[src/design/omrb_pkg.sv]
// Shared constants, types and helpers of the overwrite message ring buffer.
package omrb_pkg;

	localparam int SLOT_BYTES = 32;
	localparam int SLOT_COUNT = 16;

	localparam int SLOT_W = $clog2(SLOT_COUNT);
	localparam int IDX_W  = (SLOT_BYTES > 1) ? $clog2(SLOT_BYTES) : 1;
	localparam int CNT_W  = $clog2(SLOT_BYTES + 1);
	localparam int ADDR_W = $clog2(SLOT_COUNT * SLOT_BYTES);
	localparam int CMD_W  = 2;
	localparam int BYTE_W = 8;
	localparam int LEN_W  = 6;

	typedef enum logic [CMD_W-1:0] {
		CMD_PUSH  = 2'd0,
		CMD_POP   = 2'd1,
		CMD_CLEAR = 2'd2
	} cmd_t;

	typedef struct packed {
		logic              status;
		logic [BYTE_W-1:0] pop_byte;
		logic              pop_last;
		logic [LEN_W-1:0]  message_length;
	} res_t;

	function automatic logic [ADDR_W-1:0] slot_addr(input logic [SLOT_W-1:0] slot,
			input logic [IDX_W-1:0] idx);
		return ADDR_W'(slot) * ADDR_W'(SLOT_BYTES) + ADDR_W'(idx);
	endfunction

	function automatic logic [SLOT_W-1:0] next_slot(input logic [SLOT_W-1:0] slot);
		return (slot == SLOT_W'(SLOT_COUNT - 1)) ? '0 : slot + 1'b1;
	endfunction

endpackage

[src/design/omrb_rsp_if.sv]
// Output channel of the ring buffer: one popped byte or empty status per handshake.
interface omrb_rsp_if import omrb_pkg::*; ();
	logic              valid;
	logic              ready;
	logic              status;
	logic [BYTE_W-1:0] pop_byte;
	logic              pop_last;
	logic [LEN_W-1:0]  message_length;

	modport source(output valid, status, pop_byte, pop_last, message_length, input ready);
	modport sink(input valid, status, pop_byte, pop_last, message_length, output ready);
endinterface

[src/design/omrb_out_stage.sv]
// Output register of the ring buffer that decouples result staging from the consumer.
module omrb_out_stage import omrb_pkg::*; (
	input  logic           clk,
	input  logic           arst_n,
	input  logic           load_valid,
	input  res_t           res,
	output logic           take,
	omrb_rsp_if.source     rsp
);

	logic out_v_q;
	res_t out_q;

	assign take = load_valid && (!out_v_q || rsp.ready);

	always_ff @(posedge clk or negedge arst_n) begin
		if (!arst_n) begin
			out_v_q <= 1'b0;
		end else if (take) begin
			out_v_q <= 1'b1;
		end else if (rsp.ready) begin
			out_v_q <= 1'b0;
		end
	end

	always_ff @(posedge clk) begin
		if (take) begin
			out_q <= res;
		end
	end

	assign rsp.valid          = out_v_q;
	assign rsp.status         = out_q.status;
	assign rsp.pop_byte       = out_q.pop_byte;
	assign rsp.pop_last       = out_q.pop_last;
	assign rsp.message_length = out_q.message_length;

endmodule

[src/flat_wrapper.sv]
// flat-port wrapper written by rule: the top's interface ports become plain ports
module omrb_out_stage_flat import omrb_pkg::*;
  (clk, arst_n, load_valid, res, take, rsp_valid, rsp_status, rsp_pop_byte, rsp_pop_last, rsp_message_length, rsp_ready);
  omrb_rsp_if rsp_i ();
  input  logic clk;
  input  logic arst_n;
  input  logic load_valid;
  input  res_t res;
  output logic take;
  output wire logic [$bits(rsp_i.valid)-1:0] rsp_valid;
  output wire logic [$bits(rsp_i.status)-1:0] rsp_status;
  output wire logic [$bits(rsp_i.pop_byte)-1:0] rsp_pop_byte;
  output wire logic [$bits(rsp_i.pop_last)-1:0] rsp_pop_last;
  output wire logic [$bits(rsp_i.message_length)-1:0] rsp_message_length;
  input wire logic [$bits(rsp_i.ready)-1:0] rsp_ready;
  assign rsp_valid = rsp_i.valid;
  assign rsp_status = rsp_i.status;
  assign rsp_pop_byte = rsp_i.pop_byte;
  assign rsp_pop_last = rsp_i.pop_last;
  assign rsp_message_length = rsp_i.message_length;
  assign rsp_i.ready = rsp_ready;
  omrb_out_stage u_core (.clk(clk), .arst_n(arst_n), .load_valid(load_valid), .res(res), .take(take), .rsp(rsp_i));
endmodule
[config.mk]
export PLATFORM = sky130hd
export DESIGN_NAME = omrb_out_stage_flat
export DESIGN_NICKNAME = d
export VERILOG_FILES = /design/src/design/omrb_pkg.sv /design/src/design/omrb_rsp_if.sv /design/src/design/omrb_out_stage.sv /design/src/flat_wrapper.sv
export SDC_FILE = /design/constraint.sdc
export NUM_CORES = 1
export LEC_CHECK = 0
export BUFFER_PORTS_ARGS = -buffer_cell sky130_fd_sc_hd__buf_2
export CAP_MARGIN = 10
export CORE_MARGIN = 2
export CORE_UTILIZATION = 35
export CTS_BUF_LIST = sky130_fd_sc_hd__clkbuf_8 sky130_fd_sc_hd__clkbuf_16
export CTS_CLUSTER_SIZE = 12
export DETAILED_ROUTE_END_ITERATION = 8
export GPL_ROUTABILITY_DRIVEN = 0
export PLACE_DENSITY = 0.82
export RECOVER_POWER = 50
export SKIP_LAST_GASP = 1
export SLEW_MARGIN = 20
export SYNTH_ARGS = -nofsm -noshare
export SYNTH_HDL_FRONTEND = slang
export SYNTH_SLANG_ARGS = --single-unit
[constraint.sdc]
create_clock -name clk -period 1.7 [get_ports clk]
set_input_delay 0.17 -clock clk [delete_from_list [all_inputs] [get_ports clk]]
set_output_delay 0.17 -clock clk [all_outputs]
set_load 0.05 [all_outputs]
Yosys cells after proc, flatten, opt, wreduce, memory -nomap -nowiden

Index checks and enable logic that the tools add are counted.

Bits of input ports: 20
Latch bits: 0
Memory bits (read-only): 0
Word-level logic and storage cells: 11
Flip-flop bits (word level): 17
Bits in writable memories: 0
Output and inout port bits: 18
Memories: 0

$lt $le $gt $ge: 0
Equality and inequality tests: 0
Add/subtract/negate cells: 0
Reduce and logical (&&, ||, !) cells: 4
Bitwise operators: 0
Multiply operators: 0
Shift operators: 0
Divide/modulo/power cells: 0
Multiplexer cells: 2

Operators with widths:

| cell              | number |
|---|---|
| $mux 1            | 2 |
| $reduce_bool 2->1 | 1 |
| $logic_and 1x1->1 | 1 |
| $logic_not 1->1   | 1 |
| $logic_or 1x1->1  | 1 |

Depth between registers and ports, before layout

Gate-level depths: netlist of run 1.

Depth after elaboration: 4
Gate-level depth with buffers: 2
Gate-level depth less buffers: 2

Worst setup path after synthesis of run 1

No wires, ideal clock.

Path kind: reg-to-reg
Start: reg u_core.out_v_q (netlist: u_core.rsp.valid)
End: reg u_core.out_q, in the netlist u_core.rsp.message_length[0], enable pin
Setup time: 0.391 ns
Slack: -0.182 ns
Data required time: 1.309 ns
Buffers on the path: 0
Arrival: 1.491 ns
Stages on the path, launching flop included: 3
Period minus slack after synthesis: 1.882 ns
Path through: dfrtp_1 > nand2b_1 > and2_1

Longest elaborated chain between the ends: 3

RTL lines:

| what                   | RTL line             | text |
|---|---|---|
| from (decl)            | omrb_out_stage.sv:11 | `logic out_v_q;` |
| from (signal assigned) | omrb_out_stage.sv:18 | `out_v_q <= 1'b0;` |
| from (signal assigned) | omrb_out_stage.sv:20 | `out_v_q <= 1'b1;` |
| from (signal assigned) | omrb_out_stage.sv:22 | `out_v_q <= 1'b0;` |
| $logic_not 1->1        | omrb_out_stage.sv:14 | `assign take = load_valid && (!out_v_q \|\| rsp.ready);` |
| $logic_or 1x1->1       | omrb_out_stage.sv:14 |  |
| $logic_and 1x1->1      | omrb_out_stage.sv:14 |  |
| via take               | flat_wrapper.sv:9    | `output logic take;` |
| to (signal assigned)   | omrb_out_stage.sv:28 | `out_q <= res;` |
| to (decl)              | omrb_out_stage.sv:12 | `res_t out_q;` |

The timed path passes the listed nets, and every way through them passes these cells.
A chain may end at the register's enable or synchronous reset.

Final worst setup path of run 1

Start: reg u_core.out_v_q (netlist: u_core.rsp.valid)
End: out take

Longest elaborated chain between the ends: 3

RTL lines:

| what              | RTL line |
|---|---|
| $logic_not 1->1   | omrb_out_stage.sv:14 |
| $logic_or 1x1->1  | omrb_out_stage.sv:14 |
| $logic_and 1x1->1 | omrb_out_stage.sv:14 |
| to (decl)         | flat_wrapper.sv:9 |

No other way between the ends.

==> results.json, run 1 <==
{
  "synth_fp_nets": 40,
  "vias_per_cell": 4.34,
  "period_minus_slack_ns": 1.47,
  "portBuffers": 37,
  "irDropWorstVdd_mv": 0.678,
  "cp.arrival_ns": 1.30,
  "dp.final_hpwl_microns": 808,
  "grt_pass1_vias": 337,
  "async_reset_ff_share_pct": 5.88,
  "final-seq-area_sq_um": 505,
  "ys_types": 4,
  "powerDensity_mw_per_mm2": 1190,
  "tns_ns": 0,
  "max_slew_margin_pct": 60.0,
  "criticalPathCategory": "reg2out",
  "totalPowerFinal_uw": 922,
  "dieArea_sq_mm": 0.00182,
  "worst_r2r_endpoint": "u_core.rsp.message_length[3]",
  "crit_required_ns": 1.53,
  "drt_iter0_drc": 2,
  "cts_buffer_depth": 2,
  "synthFlopType": "edfxtp_1",
  "finalCritPeriodShare_pct": 86.7,
  "clock_sinks": 17,
  "cp_max_fo": 17,
  "drc": 0,
  "nFillCells": 119,
  "drtPass1Iterations": 2,
  "synth_top_area_share_pct": 91.6,
  "nNetsFinal": 83,
  "rr_startpoint": "u_core.rsp.valid",
  "finalSetupViolations": 0,
  "seq_area_frac_synth_pct": 96.4,
  "rsz0062_at_grt": "false",
  "hold_viol_final": 0,
  "syn_area_sq_um": 524,
  "track_usage_pct": 12.2,
  "area_delta_synth_final_pct": 48.2,
  "tightest_slew_ns": 0.603,
  "fmax_mhz": 679,
  "ys_ff_latch": 17,
  "drive_above_1_share_pct": 54.8,
  "avgSynthCellArea_sq_um": 26.2,
  "clock_latency_ns": 0.25,
  "outcome": "complete, no violations",
  "synthTopCellsByArea": "edfxtp_1 (92%), dfrtp_1 (4.8%), nand2b_1 (2.4%)",
  "critical_path.startpoint": "u_core.rsp.valid",
  "core_sq_mm": 0.00135,
  "antenna_found_initial": 0,
  "die_y_microns": 42.7,
  "critPathCapture": "take",
  "reg2reg_setup_slack_ns": 0.64,
  "rows": 13,
  "dieWidth_microns": 42.7,
  "yosysMostFrequentCell": "edfxtp_1",
  "via_count": 334,
  "antennaDiodeCount": 0,
  "synth_edf_count": 16,
  "avgRoutedWirePerCell_microns": 13.2,
  "synthTopCellsByCount": "edfxtp_1 (16), nand2b_1 (2), and2_1 (1), dfrtp_1 (1)",
  "clkTransAtPathRegs_ns": 0.07,
  "worstSetupEndpointType": "output pin",
  "cts_inserted_buffers": 3,
  "startpoint_type": "flop",
  "ant_nets": 0,
  "h-tree-depth": 1,
  "synth-warning-count": 0,
  "synth_cells": 20,
  "root_buffer": "clkbuf_8",
  "grt_max_degree": 18,
  "cts_setup_buffers": 0,
  "grt_pass1_wl_microns": 1550,
  "drv_cap": 0,
  "slew_viol_final": 0,
  "ios": 38,
  "synth_area_leader_cell": "edfxtp_1",
  "grt_overflow": 0,
  "clock_skew_ns": 0.00430,
  "reg2regPathDepth": 2,
  "start_util_pct": 38.8,
  "hold_path_class": "in2reg",
  "cts_tree": "done",
  "drt-total-wl_microns": 1020,
  "leakage_uw": 0.000326,
  "multi_input_area_sq_um": 21.3
}
## power breakdown
group          internal [uW]  switching, uW
logic                   32.6            108
registers                486           6.04
clock network            162            128
total                    681            242
## metal layers
metal | GRT usage (%) | part of all wire [%]
met5 | 0 | 0
met4 | 5.63 | 0
met3 | 4.68 | 12
met2 | 19.7 | 48
met1 | 14.2 | 40
## what timing repair did
action	CTS	global route
resized for setup	0	1
setup endpoints to repair	0	1
hold buffers	1	0
hold endpoints to repair	1	0
## registers in the layout (all words and copies together), names as in the netlist
register,flops
u_core.rsp.pop_last,1
u_core.rsp.message_length,6
u_core.rsp.pop_byte,8
u_core.rsp.status,1
u_core.rsp.valid,1
## metrics by stage
stage | hold WS (ns) | area, sq um | util (%) | worst slack [ns] | std cells
floorplan | -0.126 | 526 | - | 0.136 | 20
global placement | -0.0545 | 729 | 54.0 | 0.391 | 72
detailed placement | -0.0542 | 729 | 54.0 | 0.352 | 72
CTS | 0.0930 | 786 | 58.2 | 0.0739 | 77
global route | 0.0850 | 777 | 57.6 | 0.120 | 77
finish | 0.0979 | 777 | 57.6 | 0.227 | 77
## how the worst min path moves through the flow
stage          slack (ns)  cells after the start                            to     from
6_report              0.1                      1        u_core.rsp.pop_byte[7]  res[14]
5_1_grt              0.09                      1  u_core.rsp.message_length[5]   res[5]
4_1_cts              0.09                      1  u_core.rsp.message_length[3]   res[3]
3_5_place_dp        -0.05                      1              u_core.rsp.valid   arst_n
3_3_place_gp        -0.05                      1              u_core.rsp.valid   arst_n
2_1_floorplan       -0.13                      0              u_core.rsp.valid   arst_n
## kinds of logic after synthesis
logic type	share of synthesized area, %
simple gates	3.58
flops	96.4
## cells in the final DEF, fill, tap and decap left out
master / netlist / routed
dfrtp_1: 1 / 1
nand2b_1: 2 / 2
edfxtp_1: 16 / 16
clkbuf_1: 0 / 8
and2_4: 0 / 1
buf_2: 0 / 29
clkinv_2: 0 / 1
dlygate4sd3_1: 0 / 1
clkbuf_8: 0 / 3
## critical path, cell delays in order (launching register included)
cell and delay, ns:
dfrtp_1 0.38, nand2b_1 0.09, and2_4 0.28, buf_2 0.31
## final cells by class
| type | count | area share [%] |
|---|---|---|
| multi-input combinational | 3 | 2.74 |
| timing repair buffer | 38 | 23.8 |
| clock inverter | 1 | 0.644 |
| clock buffer | 3 | 5.31 |
| sequential | 17 | 65.1 |
| tap | 15 | 2.42 |
No activity file was read; power rests on OpenSTA's default activity.
==> run 2: changes to the inputs <==
ABC_AREA = 1   (was unset)
BUFFER_PORTS_ARGS = unset   (was -buffer_cell sky130_fd_sc_hd__buf_2)
CTS_CLUSTER_DIAMETER = 80   (was unset)
DONT_BUFFER_PORTS = 1   (was unset)
PLACE_DENSITY = 0.6   (was 0.82)
==> run 2 against run 1 <==
Critical path depth did not move; register-to-register slack got worse by 0.11 ns; total power fell by 3.4%; largest cell class unchanged.
==> results.json, run 2 <==
{
  "grt_pass1_wl_microns": 1220,
  "post-route-util_pct": 48.4,
  "area_delta_synth_final_pct": 32.9,
  "hold_path_class": "in2reg",
  "grt_overflow": 0,
  "critical_path.startpoint": "u_core.rsp.valid",
  "rows": 14,
  "synth-warning-count": 0,
  "rr_startpoint": "u_core.rsp.valid",
  "avgSynthCellArea_sq_um": 24.1,
  "drtPass1Iterations": 3,
  "hp-start": "res[4]",
  "cts_inserted_buffers": 3,
  "vias_per_cell": 4.75,
  "core_sq_mm": 0.00145,
  "dp_worst_setup_slack_ns": 0.530,
  "ys_ff_latch": 17,
  "final_cell_mix": "edfxtp_1 (16), dlygate4sd3_1 (9), inv_1 (3), clkbuf_8 (3)",
  "grt_pass1_vias": 236,
  "drt_iter0_drc": 4,
  "dieWidth_microns": 42.9,
  "cp.arrival_ns": 1.29,
  "tightest_slew_ns": 0.636,
  "clock_skew_ns": 0.00166,
  "finalCritPeriodShare_pct": 85.7,
  "dieArea_sq_mm": 0.00184,
  "slew_viol_final": 0,
  "crit_required_ns": 1.53,
  "async_reset_ff_share_pct": 5.88,
  "fmax_mhz": 687,
  "cts_tree": "done",
  "drc": 0,
  "synth_fp_nets": 42,
  "clock_sinks": 17,
  "startpoint_type": "flop",
  "cts_buffer_depth": 2,
  "setup_slack_ns": 0.243,
  "antennaDiodeCount": 0,
  "nNetsFinal": 60,
  "largest_register_ffs": 8,
  "totalPowerFinal_uw": 891,
  "antenna_found_initial": 0,
  "avgRoutedWirePerCell_microns": 15.9,
  "worst_r2r_endpoint": "u_core.rsp.pop_byte[3]",
  "clock_latency_ns": 0.24,
  "via_count": 261,
  "worstSetupEndpointType": "output pin",
  "irDropWorstVdd_mv": 0.455,
  "synth_cells": 22,
  "ant_nets": 0,
  "root_buffer": "clkbuf_8",
  "layout_commonest_cell": "edfxtp_1",
  "drv_cap": 0,
  "hold_end": "u_core.rsp.message_length[4]",
  "seq_area_frac_synth_pct": 95.5,
  "drive_above_1_share_pct": 12.8,
  "clkTransAtPathRegs_ns": 0.06,
  "period_minus_slack_ns": 1.46,
  "cp_max_fo": 12,
  "holdPathStages": 0,
  "h-tree-depth": 1,
  "start_util_pct": 36.4,
  "finalSetupViolations": 0,
  "criticalPathCategory": "reg2out",
  "synthFlopType": "edfxtp_1",
  "reg2reg_setup_slack_ns": 0.53,
  "synthTopCellsByCount": "edfxtp_1 (16), inv_1 (2), nand2_1 (2), a21oi_2 (1), dfrtp_1 (1)",
  "grt_max_degree": 13,
  "synth_top_area_share_pct": 90.8,
  "syn_area_sq_um": 529,
  "yosysMostFrequentCell": "edfxtp_1",
  "reg2regPathDepth": 2,
  "max_slew_margin_pct": 57.6,
  "ys_types": 5,
  "hold_viol_final": 0,
  "synth_area_leader_cell": "edfxtp_1",
  "drt-total-wl_microns": 877,
  "leakage_uw": 0.000258,
  "rsz0062_at_grt": "false",
  "tns_ns": 0,
  "portBuffers": 0,
  "synth_edf_count": 16,
  "powerDensity_mw_per_mm2": 1270,
  "outcome": "complete, no violations",
  "track_usage_pct": 10.1,
  "ios": 38,
  "synthTopCellsByArea": "edfxtp_1 (91%), dfrtp_1 (4.7%), a21oi_2 (1.7%)",
  "die_y_microns": 42.9
}
run 2: how the worst max path moves through the flow:
stage | endpoint | cells past startpoint
after global placement | take | 3
after detailed placement | take | 3
after CTS | take | 3
after global routing | take | 3
after floorplan | u_core.rsp.message_length[0] | 1
final | take | 3
run 2: kinds of logic (layout without fill, tap and decap cells):
group,after synthesis,in the layout,share of synthesized area (%)
buf+inv,2,19,1.42
simple gates,2,2,1.42
compound gates,1,1,1.66
flops,17,17,95.5
run 2: critical path, cell delays in order, from the launching register on:
cell,delay (ns)
dfrtp_1,0.37
a21oi_1,0.20
buf_4,0.24
buf_4,0.22
run 2: power breakdown:
part / leakage (uW) / switching (uW) / internal (uW)
combinational: 0.0000678 / 29.1 / 20.5
sequential: 0.000163 / 79.7 / 488
clock: 0.0000269 / 114 / 159
run 2: cell type report:
cell class / count / area, sq um
Clock buffer: 3 / 41.3
Clock inverter: 1 / 3.75
Fill cell: 134 / 751
Inverter: 2 / 7.51
Multi-Input combinational cell: 3 / 12.5
Sequential cell: 17 / 505
Tap cell: 16 / 20.0
Timing Repair Buffer: 13 / 113
run 2: per-stage QoR:
stage	std cells	cell area, sq um	hold WS [ns]
after floorplan	22	537	-0.126
final	55	703	0.0210
after global routing	55	703	0.0000636
after CTS	47	642	0.0127
after detailed placement	42	587	-0.126
after global placement	42	587	-0.126
run 2: metal layers:
| layer | up-vias | share of wire, % | GRT usage (%) |
|---|---|---|---|
| li1 | 114 | - | - |
| met2 | 25 | 46 | 14.2 |
| met4 | 0 | 0 | 5.63 |
| met5 | - | 0 | 0 |
| met1 | 122 | 38 | 8.99 |
| met3 | 0 | 16 | 10.2 |
run 2: repair_timing:
action,in CTS,in global routing
setup buffers,0,0
endpoints found under the hold margin,1,8
hold buffers,1,8
gates resized for setup,0,0
